==> config.mk <==
export PLATFORM = sky130hd
export DESIGN_NAME = epoch_seconds_to_calendar_top
export DESIGN_NICKNAME = d
export VERILOG_FILES = /design/src/sv/epc_pkg.sv /design/src/sv/epc_day_split.sv /design/src/sv/epc_tod.sv /design/src/sv/epc_date.sv /design/src/sv/epoch_seconds_to_calendar_top.sv
export SDC_FILE = /design/constraint.sdc
export NUM_CORES = 2
export LEC_CHECK = 0
export ABC_AREA = 1
export BUFFER_PORTS_ARGS = -buffer_cell sky130_fd_sc_hd__buf_2
export CORE_ASPECT_RATIO = 0.5
export CORE_MARGIN = 4
export CORE_UTILIZATION = 58
export CTS_CLUSTER_DIAMETER = 40
export DETAILED_ROUTE_END_ITERATION = 12
export MAX_ROUTING_LAYER = met4
export PLACE_DENSITY = 0.79
export SETUP_SLACK_MARGIN = 0.2
export SLEW_MARGIN = 20
export SYNTH_ARGS = -nofsm -noshare
export SYNTH_HDL_FRONTEND = slang
export SYNTH_SLANG_ARGS = --single-unit
==> constraint.sdc <==
create_clock -name i_clk -period 12.2 [get_ports i_clk]
set_input_delay 1.22 -clock i_clk [delete_from_list [all_inputs] [get_ports i_clk]]
set_output_delay 1.22 -clock i_clk [all_outputs]
set_load 0.05 [all_outputs]
==> src/sv/epc_pkg.sv <==
// Shared constants and tables for the epoch seconds to calendar converter.
// No dependencies.
package epc_pkg;

    localparam logic [16:0] SECS_PER_DAY  = 17'd86400;
    localparam logic [11:0] SECS_PER_HOUR = 12'd3600;
    localparam logic [5:0]  SECS_PER_MIN  = 6'd60;

    // floor(2^35 / 675), applied to seconds >> 7 (86400 = 128 * 675)
    localparam logic [25:0] DAY_RECIP  = 26'd50903316;
    localparam int          DAY_SHIFT  = 35;
    // ceil(2^27 / 3600) and ceil(2^18 / 60), exact over their input ranges
    localparam logic [15:0] HOUR_RECIP = 16'd37283;
    localparam logic [12:0] MIN_RECIP  = 13'd4370;
    // floor(2^21 / 1461), off by at most one, corrected after
    localparam logic [10:0] QUAD_RECIP = 11'd1435;
    localparam logic [10:0] QUAD_DAYS  = 11'd1461;
    // ceil(2^11 / 7), exact below 682
    localparam logic [8:0]  WD_RECIP   = 9'd293;

    // days from 1968-01-01 to 1970-01-01, and to 2100-03-01
    localparam logic [15:0] BASE_OFFSET  = 16'd731;
    localparam logic [15:0] SKIP_LEAP_AT = 16'd48272;
    localparam logic [11:0] BASE_YEAR    = 12'd1968;
    localparam logic [11:0] RANGE_YEAR   = 12'd2100;

    function automatic logic [8:0] month_start(input logic [3:0] idx, input logic leap);
        logic [8:0] d;
        case (idx)
            4'd0:    d = 9'd0;
            4'd1:    d = 9'd31;
            4'd2:    d = 9'd59;
            4'd3:    d = 9'd90;
            4'd4:    d = 9'd120;
            4'd5:    d = 9'd151;
            4'd6:    d = 9'd181;
            4'd7:    d = 9'd212;
            4'd8:    d = 9'd243;
            4'd9:    d = 9'd273;
            4'd10:   d = 9'd304;
            default: d = 9'd334;
        endcase
        if (leap && idx >= 4'd2) begin
            d = d + 9'd1;
        end
        return d;
    endfunction

    function automatic logic [2:0] month_fix(input logic [3:0] idx);
        logic [2:0] f;
        case (idx)
            4'd0:    f = 3'd0;
            4'd1:    f = 3'd3;
            4'd2:    f = 3'd3;
            4'd3:    f = 3'd6;
            4'd4:    f = 3'd1;
            4'd5:    f = 3'd4;
            4'd6:    f = 3'd6;
            4'd7:    f = 3'd2;
            4'd8:    f = 3'd5;
            4'd9:    f = 3'd0;
            4'd10:   f = 3'd3;
            default: f = 3'd5;
        endcase
        return f;
    endfunction

endpackage

==> src/sv/epc_day_split.sv <==
// Stages 1-2: splits seconds into day number and seconds within the day.
// Depends on epc_pkg.
module epc_day_split (
    input  logic        i_clk,
    input  logic [1:0]  i_en,
    input  logic [31:0] i_secs,
    output logic [15:0] o_days,
    output logic [16:0] o_rem
);
    import epc_pkg::*;

    logic [31:0] r_secs;
    logic [50:0] r_prod;
    logic [15:0] r_days;
    logic [16:0] r_rem;

    logic [15:0] n_q0;
    logic [32:0] n_back;
    logic [32:0] n_diff;
    logic        n_big;

    always_comb begin
        n_q0   = r_prod[50:DAY_SHIFT];
        n_back = 33'(n_q0) * 33'(SECS_PER_DAY);
        n_diff = 33'(r_secs) - n_back;
        n_big  = n_diff >= 33'(SECS_PER_DAY);
    end

    always_ff @(posedge i_clk) begin
        if (i_en[0]) begin
            r_secs <= i_secs;
            r_prod <= 51'(i_secs[31:7]) * 51'(DAY_RECIP);
        end
        if (i_en[1]) begin
            r_days <= n_big ? n_q0 + 16'd1 : n_q0;
            r_rem  <= n_big ? 17'(n_diff - 33'(SECS_PER_DAY)) : n_diff[16:0];
        end
    end

    assign o_days = r_days;
    assign o_rem  = r_rem;
endmodule

==> src/sv/epc_tod.sv <==
// Stages 3-6: hour, minute and second from seconds within the day.
// Depends on epc_pkg.
module epc_tod (
    input  logic        i_clk,
    input  logic [3:0]  i_en,
    input  logic [16:0] i_rem,
    output logic [4:0]  o_hour,
    output logic [5:0]  o_minute,
    output logic [5:0]  o_second
);
    import epc_pkg::*;

    logic [16:0] r3_rem;
    logic [31:0] r3_ph;
    logic [4:0]  r4_hour;
    logic [11:0] r4_r2;
    logic [4:0]  r5_hour;
    logic [11:0] r5_r2;
    logic [23:0] r5_pm;
    logic [4:0]  r6_hour;
    logic [5:0]  r6_min;
    logic [5:0]  r6_sec;

    logic [4:0]  n_hour;
    logic [5:0]  n_min;

    assign n_hour = r3_ph[31:27];
    assign n_min  = r5_pm[23:18];

    always_ff @(posedge i_clk) begin
        if (i_en[0]) begin
            r3_rem <= i_rem;
            r3_ph  <= 32'(i_rem) * 32'(HOUR_RECIP);
        end
        if (i_en[1]) begin
            r4_hour <= n_hour;
            r4_r2   <= 12'(r3_rem - 17'(n_hour) * 17'(SECS_PER_HOUR));
        end
        if (i_en[2]) begin
            r5_hour <= r4_hour;
            r5_r2   <= r4_r2;
            r5_pm   <= 24'(r4_r2) * 24'(MIN_RECIP);
        end
        if (i_en[3]) begin
            r6_hour <= r5_hour;
            r6_min  <= n_min;
            r6_sec  <= 6'(r5_r2 - 12'(n_min) * 12'(SECS_PER_MIN));
        end
    end

    assign o_hour   = r6_hour;
    assign o_minute = r6_min;
    assign o_second = r6_sec;
endmodule

==> src/sv/epc_date.sv <==
// Stages 3-6: year, month index and day of month from the day number.
// Depends on epc_pkg.
module epc_date (
    input  logic        i_clk,
    input  logic [3:0]  i_en,
    input  logic [15:0] i_days,
    output logic [11:0] o_year,
    output logic [3:0]  o_mon_idx,
    output logic [4:0]  o_day
);
    import epc_pkg::*;

    logic [15:0] r3_dp;
    logic [26:0] r3_py;
    logic [5:0]  r4_q;
    logic [10:0] r4_r;
    logic [11:0] r5_year;
    logic [8:0]  r5_doy;
    logic        r5_leap;
    logic [11:0] r6_year;
    logic [3:0]  r6_mon;
    logic [4:0]  r6_day;

    logic [15:0] n_d;
    logic [15:0] n_dp;
    logic [5:0]  n_q0;
    logic [16:0] n_r;
    logic        n_big;
    logic [1:0]  n_yib;
    logic [10:0] n_doy;
    logic [3:0]  n_mon;

    always_comb begin
        n_d  = i_days + BASE_OFFSET;
        // 2100 is not leap: step over its missing Feb 29
        n_dp = (n_d >= SKIP_LEAP_AT) ? n_d + 16'd1 : n_d;
        n_q0  = r3_py[26:21];
        n_r   = 17'(r3_dp) - 17'(n_q0) * 17'(QUAD_DAYS);
        n_big = n_r >= 17'(QUAD_DAYS);
        if (r4_r < 11'd366) begin
            n_yib = 2'd0;
            n_doy = r4_r;
        end else if (r4_r < 11'd731) begin
            n_yib = 2'd1;
            n_doy = r4_r - 11'd366;
        end else if (r4_r < 11'd1096) begin
            n_yib = 2'd2;
            n_doy = r4_r - 11'd731;
        end else begin
            n_yib = 2'd3;
            n_doy = r4_r - 11'd1096;
        end
        n_mon = 4'd0;
        for (int k = 1; k < 12; k++) begin
            if (r5_doy >= month_start(4'(k), r5_leap)) begin
                n_mon = 4'(k);
            end
        end
    end

    always_ff @(posedge i_clk) begin
        if (i_en[0]) begin
            r3_dp <= n_dp;
            r3_py <= 27'(n_dp) * 27'(QUAD_RECIP);
        end
        if (i_en[1]) begin
            r4_q <= n_big ? n_q0 + 6'd1 : n_q0;
            r4_r <= n_big ? 11'(n_r - 17'(QUAD_DAYS)) : n_r[10:0];
        end
        if (i_en[2]) begin
            r5_year <= BASE_YEAR + {4'd0, r4_q, 2'b00} + 12'(n_yib);
            r5_doy  <= n_doy[8:0];
            r5_leap <= (n_yib == 2'd0);
        end
        if (i_en[3]) begin
            r6_year <= r5_year;
            r6_mon  <= n_mon;
            r6_day  <= 5'(r5_doy - month_start(n_mon, r5_leap) + 9'd1);
        end
    end

    assign o_year    = r6_year;
    assign o_mon_idx = r6_mon;
    assign o_day     = r6_day;
endmodule

==> src/sv/epoch_seconds_to_calendar_top.sv <==
// Epoch seconds to calendar date, time of day and weekday.
// Requests pass through eight register stages from input request to output request.
// One request per cycle unless stalled; each stage holds on its own stall.
// Reset (synchronous, active low) clears all stage valid bits.
// Depends on epc_pkg, epc_day_split, epc_tod, epc_date.
module epoch_seconds_to_calendar_top (
    input  logic        i_clk,
    input  logic        i_rst_n,
    input  logic        i_s_axis_tvalid,
    output logic        o_s_axis_tready,
    input  logic [31:0] i_s_axis_tdata,  // seconds_count
    output logic        o_m_axis_tvalid,
    input  logic        i_m_axis_tready,
    // year, month, day_of_month, hour, minute, second, weekday, zero pad
    output logic [47:0] o_m_axis_tdata,
    output logic        o_m_axis_tuser   // out_of_range
);
    import epc_pkg::*;

    logic [8:1]  r_v;
    logic [8:1]  n_en;

    logic [15:0] w_days;
    logic [16:0] w_rem;
    logic [4:0]  w_hour;
    logic [5:0]  w_min;
    logic [5:0]  w_sec;
    logic [11:0] w_year;
    logic [3:0]  w_mon;
    logic [4:0]  w_day;

    logic [11:0] r7_year;
    logic [3:0]  r7_mon;
    logic [4:0]  r7_day;
    logic [4:0]  r7_hour;
    logic [5:0]  r7_min;
    logic [5:0]  r7_sec;
    logic [8:0]  r7_wsum;
    logic [11:0] r8_year;
    logic [3:0]  r8_month;
    logic [4:0]  r8_day;
    logic [4:0]  r8_hour;
    logic [5:0]  r8_min;
    logic [5:0]  r8_sec;
    logic [2:0]  r8_wd;
    logic        r8_oor;

    logic [7:0]  n_lo;
    logic        n_dec;
    logic [8:0]  n_wsum;
    logic [16:0] n_wq;
    logic [8:0]  n_wd;

    always_comb begin
        n_en[8] = !r_v[8] || i_m_axis_tready;
        for (int k = 7; k >= 1; k--) begin
            n_en[k] = !r_v[k] || n_en[k+1];
        end
    end

    always_ff @(posedge i_clk) begin
        if (!i_rst_n) begin
            r_v <= '0;
        end else begin
            if (n_en[1]) begin
                r_v[1] <= i_s_axis_tvalid;
            end
            for (int k = 2; k <= 8; k++) begin
                if (n_en[k]) begin
                    r_v[k] <= r_v[k-1];
                end
            end
        end
    end

    epc_day_split u_split (
        .i_clk  (i_clk),
        .i_en   (n_en[2:1]),
        .i_secs (i_s_axis_tdata),
        .o_days (w_days),
        .o_rem  (w_rem)
    );

    epc_tod u_tod (
        .i_clk    (i_clk),
        .i_en     (n_en[6:3]),
        .i_rem    (w_rem),
        .o_hour   (w_hour),
        .o_minute (w_min),
        .o_second (w_sec)
    );

    epc_date u_date (
        .i_clk     (i_clk),
        .i_en      (n_en[6:3]),
        .i_days    (w_days),
        .o_year    (w_year),
        .o_mon_idx (w_mon),
        .o_day     (w_day)
    );

    // two-digit year plus 100 past 1999, table formula is exact up to 2099
    always_comb begin
        n_lo   = (w_year < RANGE_YEAR) ? 8'(w_year - 12'd1900) : 8'(w_year - 12'd2000);
        n_dec  = (n_lo[1:0] == 2'b00) && (w_mon < 4'd2);
        n_wsum = 9'(n_lo) + 9'(n_lo[7:2]) + 9'(w_day) + 9'(month_fix(w_mon)) - 9'(n_dec);
        n_wq   = 17'(r7_wsum) * 17'(WD_RECIP);
        n_wd   = r7_wsum - 9'(n_wq[16:11]) * 9'd7;
    end

    always_ff @(posedge i_clk) begin
        if (n_en[7]) begin
            r7_year <= w_year;
            r7_mon  <= w_mon;
            r7_day  <= w_day;
            r7_hour <= w_hour;
            r7_min  <= w_min;
            r7_sec  <= w_sec;
            r7_wsum <= n_wsum;
        end
        if (n_en[8]) begin
            r8_year  <= r7_year;
            r8_month <= r7_mon + 4'd1;
            r8_day   <= r7_day;
            r8_hour  <= r7_hour;
            r8_min   <= r7_min;
            r8_sec   <= r7_sec;
            r8_wd    <= n_wd[2:0];
            r8_oor   <= r7_year >= RANGE_YEAR;
        end
    end

    assign o_s_axis_tready = n_en[1];
    assign o_m_axis_tvalid = r_v[8];
    assign o_m_axis_tdata  = {7'd0, r8_wd, r8_sec, r8_min, r8_hour, r8_day, r8_month, r8_year};
    assign o_m_axis_tuser  = r8_oor;

`ifndef ASSERT_OFF
    a_month_range: assert property (@(posedge i_clk) disable iff (!i_rst_n)
        r_v[8] |-> (r8_month >= 4'd1 && r8_month <= 4'd12))
        else $error("month out of range");
    a_fields_range: assert property (@(posedge i_clk) disable iff (!i_rst_n)
        r_v[8] |-> (r8_wd < 3'd7 && r8_hour < 5'd24 && r8_min < 6'd60 && r8_sec < 6'd60))
        else $error("time or weekday out of range");
    a_range_flag: assert property (@(posedge i_clk) disable iff (!i_rst_n)
        r_v[8] |-> (r8_oor == (r8_year >= RANGE_YEAR)))
        else $error("range flag mismatch");
    a_stage_hold: assert property (@(posedge i_clk) disable iff (!i_rst_n)
        (r_v[7] && !n_en[7]) |=> r_v[7])
        else $error("stalled stage lost its request");
`endif
endmodule

* Word-level counts from Yosys, hierarchy flattened *
Memory sizes are Yosys's and may differ from the RTL's. A register that Yosys moved wholly into a read port is not among the register bits.
Cells that the tools add are included.

storage, ports and cells
  input port bits = 36
  memories = 2
  word-level logic and storage cells = 163
  flip-flop bits (word level) = 426
  output and inout port bits = 51
  bits in read-only memories = 192

memories
  name              words  width  read ports  clocked after Yosys merged registers in  write ports  RTL line       RTL
  (name not given)  16     9      1           0                                        0            epc_pkg.sv:29  case (idx)
  (name not given)  16     3      1           1                                        0            epc_pkg.sv:51  case (idx)

operators by class
  add/subtract/negate cells = 26
  muxes and demuxes = 37
  multipliers = 10
  $lt $le $gt $ge = 21
  reductions and logical operators = 20

operators with widths
  cell                    count
  $mul 25x24->49 const B  1
  $mux 4                  12
  $ge 9x8->1              4
  $ge 33x17->1 const B    1
  $sub 32x33->33          1
  $add 16x1->16 const B   2
  $mul 17x16->32 const B  1
  $mux 16                 2
  $ge 9x9->1              3
  $mul 16x11->27 const B  1
  $mux 9                  3
  $mul 16x10->26 const B  1
  $mul 12x12->23 const B  1
  $ge 9x7->1              2
  $ge 17x11->1 const B    1
  $mul 6x11->17 const B   1
  $mul 9x9->17 const B    1
  $mux 17                 1
  $sub 16x17->17          1
  $sub 17x17->17 const B  1
  $add 16x10->16 const B  1
  $ge 16x16->1 const B    1
  $mux 5                  3
  $add 11x8->12 const A   1
  other kinds (40)        67

* Longest topological paths before layout *
An unclocked memory read counts as a cell.

  depth in word-level cells = 19
  mapped depth = 40
  depth with buffers taken out = 39

* By module *
A second synthesis with hierarchy kept.

second synthesis, totals
  cells, all modules = 4888
  area total of the unflattened synthesis = 42842.3 µm²

by module, submodules not included
  module                         times used  cells each  seq. area each (µm²)  area each (µm²)
  epc_day_split                  1           2109        2432.3                17694.5
  epc_date                       1           1378        2402.3                11164.5
  epc_tod                        1           949         2042.0                8658.3
  epoch_seconds_to_calendar_top  1           452         2832.7                5325.1

* Worst setup path before layout *
OpenSTA, ideal clock, no wires.

  kind = input to output
  start = input port i_m_axis_tready
  end = output port o_s_axis_tready
  required time = 10.980 ns
  buffers on the path = 0
  cell stages on the path = 14
  arrival = 7.503 ns
  path slack = 3.477 ns
  path through = nor2_1 -> inv_1 -> nor2_1 -> inv_1 -> nor2_1 -> inv_1 -> nor2_1 -> inv_1 -> nor2_1 -> inv_1 -> nor2_1 -> inv_1 -> nor2_1 -> nand2_1

between the ends
  word-level cells in the longest chain between the ends = 8

RTL lines
  item                           RTL line                             RTL
  from (decl)                    epoch_seconds_to_calendar_top.sv:13  input logic i_m_axis_tready,
  $logic_or 1x1->1               epoch_seconds_to_calendar_top.sv:55  n_en[8] = !r_v[8] || i_m_axis_tready;
  named net n_en, one bit        epoch_seconds_to_calendar_top.sv:21  logic [8:1] n_en;
  $logic_or 1x1->1               epoch_seconds_to_calendar_top.sv:57  n_en[k] = !r_v[k] || n_en[k+1];
  named net n_en, one bit        epoch_seconds_to_calendar_top.sv:21
  $logic_or 1x1->1 (2 in a row)  epoch_seconds_to_calendar_top.sv:57
  named net n_en, one bit        epoch_seconds_to_calendar_top.sv:21
  $logic_or 1x1->1               epoch_seconds_to_calendar_top.sv:57
  named net n_en, one bit        epoch_seconds_to_calendar_top.sv:21
  $logic_or 1x1->1               epoch_seconds_to_calendar_top.sv:57
  named net n_en, one bit        epoch_seconds_to_calendar_top.sv:21
  $logic_or 1x1->1 (2 in a row)  epoch_seconds_to_calendar_top.sv:57
  to (decl)                      epoch_seconds_to_calendar_top.sv:10  output logic o_s_axis_tready,

The timed path passes the listed nets, and every way through them passes these cells.

* Worst setup path after layout *
  start = register u_split.r_days[0], in the netlist u_split.o_days[0]
  end = register u_date.r3_py[24], data pin

between the ends
  word-level cells in the longest chain between the ends = 4
  elaborated cells on any way between the ends = 5
  those cells by class = 2 x add/sub; 1 x mul; 1 x order compare; 1 x mux

RTL lines
  item                                                  RTL line             RTL
  from (decl)                                           epc_day_split.sv:14  logic [15:0] r_days;
  from (signal assigned)                                epc_day_split.sv:35  r_days <= n_big ? n_q0 + 16'd1 : n_q0;
  $add 16x10->16 *                                      epc_date.sv:34       n_d = i_days + BASE_OFFSET;
  $add 16x1->16 / $ge 16x16->1 (equally long branches)  epc_date.sv:36       n_dp = (n_d >= SKIP_LEAP_AT) ? n_d + 16'd1 : n_d;
  $mux 16 *                                             epc_date.sv:36
  named net u_date.n_dp[10]                             epc_date.sv:25       logic [15:0] n_dp;
  $mul 16x11->27 *                                      epc_date.sv:64       r3_py <= 27'(n_dp) * 27'(QUAD_RECIP);
  to (signal assigned)                                  epc_date.sv:64
  to (decl)                                             epc_date.sv:14       logic [26:0] r3_py;

Mark *: on every way through the listed nets, which the timed path passes. The rest lies on a longest branch.
A chain may end at the register's enable or synchronous reset.

==> results_tabular.tex <==
\begin{tabular}{lr}
\hline
Metric & Value \\
\hline
\multicolumn{2}{l}{\textbf{Outcome}} \\
\quad Run status & completed \\
\multicolumn{2}{l}{\textbf{Logic synthesis}} \\
\quad Average footprint of a synthesized cell & 9.155 um2 \\
\quad Flops \& latches, synth & 327 \\
\quad Fraction of synthesis flops using an asynchronous set or reset pin & 0\% \\
\quad Fraction of synthesized cell area taken by the top area cell type & 26.59\% \\
\quad Number of synthesized flops with an enable pin & 316 \\
\quad Yosys top cell by area & sky130\_fd\_sc\_hd\_\_ha\_1 \\
\quad Yosys warnings & 0 \\
\quad Leading post-synthesis cells by cell area & sky130\_fd\_sc\_hd\_\_ha\_1 27\%, sky130\_fd\_sc\_hd\_\_edfxtp\_1 23\%, sky130\_fd\_sc\_hd\_\_fa\_1 17\% \\
\quad Cell count after synthesis & 4507 \\
\quad Share of the yosys chip area belonging to registers & 23.53\% \\
\quad Most instantiated flip-flop cell in the synthesis netlist & sky130\_fd\_sc\_hd\_\_edfxtp\_1 \\
\quad Netlist cell types & 56 \\
\quad Area of the mapped netlist & 0.04126 mm2 \\
\multicolumn{2}{l}{\textbf{Timing}} \\
\quad Smallest setup slack after layout & 4.679 ns \\
\quad Min Tclk post-route & 7.521 ns \\
\quad Setup TNS & 0 ns \\
\quad Slew Limit Fails & 0 \\
\quad Final hold viol count & 0 \\
\quad Setup skew after layout & 0.02358 ns \\
\quad Worst slew margin relative to its limit & 30.27\% \\
\quad Post-route clock period utilization & 61.65\% \\
\quad Transition time of the tightest slew-check pin & 1.044 ns \\
\quad Peak clock frequency supported by timing & 0.1330 GHz \\
\quad Count of final setup violators & 0 \\
\quad Setup repair after global routing missed its margin & false \\
\multicolumn{2}{l}{\textbf{Final layout}} \\
\quad Share of post-route cells with drive strength above 1 & 4.449\% \\
\quad Area growth from synthesis to layout & 7.308\% \\
\quad Total Nets Final & 5881 \\
\multicolumn{2}{l}{\textbf{Detailed routing}} \\
\quad WL final & 91.58 mm \\
\quad Antenna Violating Nets Remaining & 0 \\
\quad Count of vias placed by the detailed router & 30.42k \\
\quad Number of DRC markers after the initial detailed-route iteration & 1637 \\
\quad Routed len/inst & 16.36 um \\
\quad First-pass iteration count of the detailed router & 6 \\
\quad Total DRC errors in the routed layout & 0 \\
\quad Post-DR vias/cell & 5.433 \\
\multicolumn{2}{l}{\textbf{Die}} \\
\quad Die Span X & 385.2 um \\
\quad I/O pin count & 87 \\
\quad Area of the core region & 0.06968 mm2 \\
\quad Initial standard-cell utilization of the core & 59.21\% \\
\quad Die area & 0.07573 mm2 \\
\quad Num rows & 68 \\
\quad Die height & 196.6 um \\
\multicolumn{2}{l}{\textbf{Clock tree}} \\
\quad Number of hold-repair buffers added at the cts stage & 0 \\
\quad Clock edge transition at the registers on the reported setup and hold paths & 0.06 ns \\
\quad Number of H-tree branching levels & 2 \\
\quad Setup fix buffers added after clock tree synthesis & 0 \\
\quad Worst skew pair latency & 0.58 ns \\
\quad Maximum buffer depth of the clock tree & 3 \\
\quad CTS Root Cell & sky130\_fd\_sc\_hd\_\_clkbuf\_16 \\
\quad TritonCTS Buffers & 43 \\
\quad Clock sink total & 327 \\
\quad TritonCTS clock tree & built \\
\quad Resized Gates After CTS & 0 \\
\multicolumn{2}{l}{\textbf{Critical path}} \\
\quad Setup slack of the worst register-to-register path & 4.68 ns \\
\quad Crit-path leading delay family & adder cells \\
\quad Critical path type & flop to flop \\
\quad CP Capture Type & flop \\
\quad Crit Path Max Fanout & 15 \\
\quad Crit path largest cell delay & 0.66 ns \\
\quad CP Launch Point & u\_split.o\_days[0] \\
\quad Most Frequent Cell on Critical Path & sky130\_fd\_sc\_hd\_\_nand2\_1 \\
\quad Cell with the largest stage delay on the worst path & sky130\_fd\_sc\_hd\_\_o21ai\_0 \\
\quad Startpoint of the worst register-to-register path & u\_split.o\_days[0] \\
\quad R2R Path End & u\_date.r3\_py[24] \\
\quad Number of buffers and inverters on the critical path & 6 \\
\quad Register-to-Register Path Depth & 31 \\
\quad Required time reported for the critical path endpoint & 12.51 ns \\
\quad Arrival time of data at the critical path endpoint & 7.83 ns \\
\quad Launching element type of the critical path & flop \\
\multicolumn{2}{l}{\textbf{Job}} \\
\quad Max-cap check violation count & 0 \\
\multicolumn{2}{l}{\textbf{Hold path}} \\
\quad Hold WC Path Type & flop to flop \\
\quad Hold EP & u\_tod.r4\_r2[2] \\
\quad Start point of the worst hold path & u\_tod.r3\_rem[2] \\
\quad Worst hold path cell count & 0 \\
\multicolumn{2}{l}{\textbf{Placement}} \\
\quad Port bufs & 79 \\
\quad Final HPWL from detailed placement & 75.58 mm \\
\quad Gpl congestion & 0.9682 \\
\quad Pre-CTS worst setup slack & 4.727 ns \\
\multicolumn{2}{l}{\textbf{Global route}} \\
\quad Maximum number of pins on one net before global-route repair & 50 \\
\quad Number of global-route vias before repair & 31.67k \\
\quad First-pass GRT wire length & 153.7 mm \\
\quad Overall track demand over capacity in global routing & 25.70\% \\
\quad Antenna violations before repair & 1 \\
\quad Overflow left after global routing & 0 \\
\hline
\end{tabular}
[synthesized netlist by cell type (6+ instances only)]
master and count:
sky130_fd_sc_hd__nand2_2 7, sky130_fd_sc_hd__a21o_1 14, sky130_fd_sc_hd__ha_1 877, sky130_fd_sc_hd__inv_1 995
sky130_fd_sc_hd__clkbuf_1 6, sky130_fd_sc_hd__a211oi_1 7, sky130_fd_sc_hd__o31ai_1 7, sky130_fd_sc_hd__o211ai_1 14
sky130_fd_sc_hd__fa_1 350, sky130_fd_sc_hd__o21a_1 11, sky130_fd_sc_hd__nor2_2 6, sky130_fd_sc_hd__dfxtp_1 11
sky130_fd_sc_hd__o21bai_1 10, sky130_fd_sc_hd__xor2_1 130, sky130_fd_sc_hd__nor4_1 19, sky130_fd_sc_hd__nand3b_1 7
sky130_fd_sc_hd__o21ai_0 133, sky130_fd_sc_hd__nand4_1 42, sky130_fd_sc_hd__a21oi_1 204, sky130_fd_sc_hd__a31oi_1 19
sky130_fd_sc_hd__buf_4 9, sky130_fd_sc_hd__nand2_1 746, sky130_fd_sc_hd__nand3_1 168, sky130_fd_sc_hd__edfxtp_1 316
sky130_fd_sc_hd__xnor2_1 65, sky130_fd_sc_hd__nor3_1 36, sky130_fd_sc_hd__or2_2 6, sky130_fd_sc_hd__nor2_1 229
[sequential cells by signal, summed over array words and instances, names as in the netlist, 12 cells and up, named ones only]
| name | flops |
|---|---|
| u_split.r_secs | 32 |
| u_date.r3_dp | 15 |
| u_split.o_days | 16 |
| u_tod.r4_r2 | 12 |
| u_split.o_rem | 17 |
| u_split.r_prod | 16 |
[worst max-delay path by stage]
stage / to / slack, ns / cells past startpoint
2_1_floorplan: o_s_axis_tready / 3.48 / 14
3_3_place_gp: u_date.r3_py[24] / 4.79 / 31
3_5_place_dp: u_date.r3_py[24] / 4.73 / 31
4_1_cts: u_date.r3_py[24] / 4.69 / 31
5_1_grt: u_date.r3_py[26] / 4.00 / 32
6_report: u_date.r3_py[24] / 4.68 / 31
[cell usage in the layout (no fill, tap or decap), types with 5 or more instances in the layout]
cell type / Yosys / routed
sky130_fd_sc_hd__a21o_1: 14 / 14
sky130_fd_sc_hd__inv_2: 3 / 7
sky130_fd_sc_hd__o31ai_1: 7 / 7
sky130_fd_sc_hd__nand4_1: 42 / 42
sky130_fd_sc_hd__inv_6: 0 / 9
sky130_fd_sc_hd__o221ai_1: 5 / 5
sky130_fd_sc_hd__nor4_1: 19 / 19
sky130_fd_sc_hd__o21a_1: 11 / 11
sky130_fd_sc_hd__nand2_2: 7 / 8
sky130_fd_sc_hd__a31oi_1: 19 / 19
sky130_fd_sc_hd__a211oi_1: 7 / 7
sky130_fd_sc_hd__or2_2: 6 / 6
sky130_fd_sc_hd__edfxtp_1: 316 / 316
sky130_fd_sc_hd__nand3_1: 168 / 168
sky130_fd_sc_hd__nor2_1: 229 / 229
sky130_fd_sc_hd__dfxtp_1: 11 / 11
sky130_fd_sc_hd__o211ai_1: 14 / 14
sky130_fd_sc_hd__buf_4: 9 / 6
sky130_fd_sc_hd__xnor2_1: 65 / 65
sky130_fd_sc_hd__nor2_2: 6 / 6
sky130_fd_sc_hd__ha_1: 877 / 877
sky130_fd_sc_hd__conb_1: 1 / 7
sky130_fd_sc_hd__o21ai_1: 5 / 5
sky130_fd_sc_hd__buf_2: 5 / 79
sky130_fd_sc_hd__nand3b_1: 7 / 7
sky130_fd_sc_hd__a21oi_1: 204 / 204
sky130_fd_sc_hd__inv_1: 995 / 991
sky130_fd_sc_hd__nor3_1: 36 / 36
sky130_fd_sc_hd__o21bai_1: 10 / 10
sky130_fd_sc_hd__bufinv_16: 0 / 5
sky130_fd_sc_hd__clkbuf_16: 0 / 43
sky130_fd_sc_hd__fa_1: 350 / 350
sky130_fd_sc_hd__xor2_1: 130 / 130
sky130_fd_sc_hd__nand2_1: 746 / 745
sky130_fd_sc_hd__o21ai_0: 133 / 133
[per-layer routing]
| metal | wire [um] | vias to the layer above | global-route usage (%) |
|---|---|---|---|
| li1 | - | 14890 | - |
| met1 | 39870 | 14600 | 31.81 |
| met2 | 45030 | 749 | 45.08 |
| met3 | 4351 | 181 | 3.049 |
| met4 | 2326 | 0 | 6.509 |
| met5 | 0 | - | - |
[per-stage QoR]
step	cells	utilization, %	hold slack, ns	area, um2
CTS	5598	63.54	0.4179	44270
global route	5599	63.54	0.4158	44280
finish	5599	63.54	0.4168	44280
detailed placement	5518	61.33	0.4045	42740
floorplan	4513	-	0.4003	41280
global placement	5518	61.33	0.4007	42740
[layout make-up]
cell class                 count  area [um2]
antenna                        1       2.502
clock buffer                  50        1142
clock inverter                30       394.1
fill                        5709       25410
inverter                     999        3750
multi-input combinational   3162       27660
sequential                   327        9709
tap                          945        1182
timing repair buffer          85       440.4
[kinds of logic after synthesis]
| group | synth area share [%] |
|---|---|
| multiplexers | 0.02729 |
| buffers and inverters | 9.504 |
| XOR/XNOR | 4.218 |
| adder cells (fa/ha/maj) | 43.58 |
| flip-flops | 23.53 |
| other | 0.009089 |
| AND/OR/NAND/NOR | 13.01 |
| AO/OA/AOI/OAI | 6.122 |
Power is not shown: default switching activity piles up to over one toggle a cycle in this logic, so the estimate is an artifact.
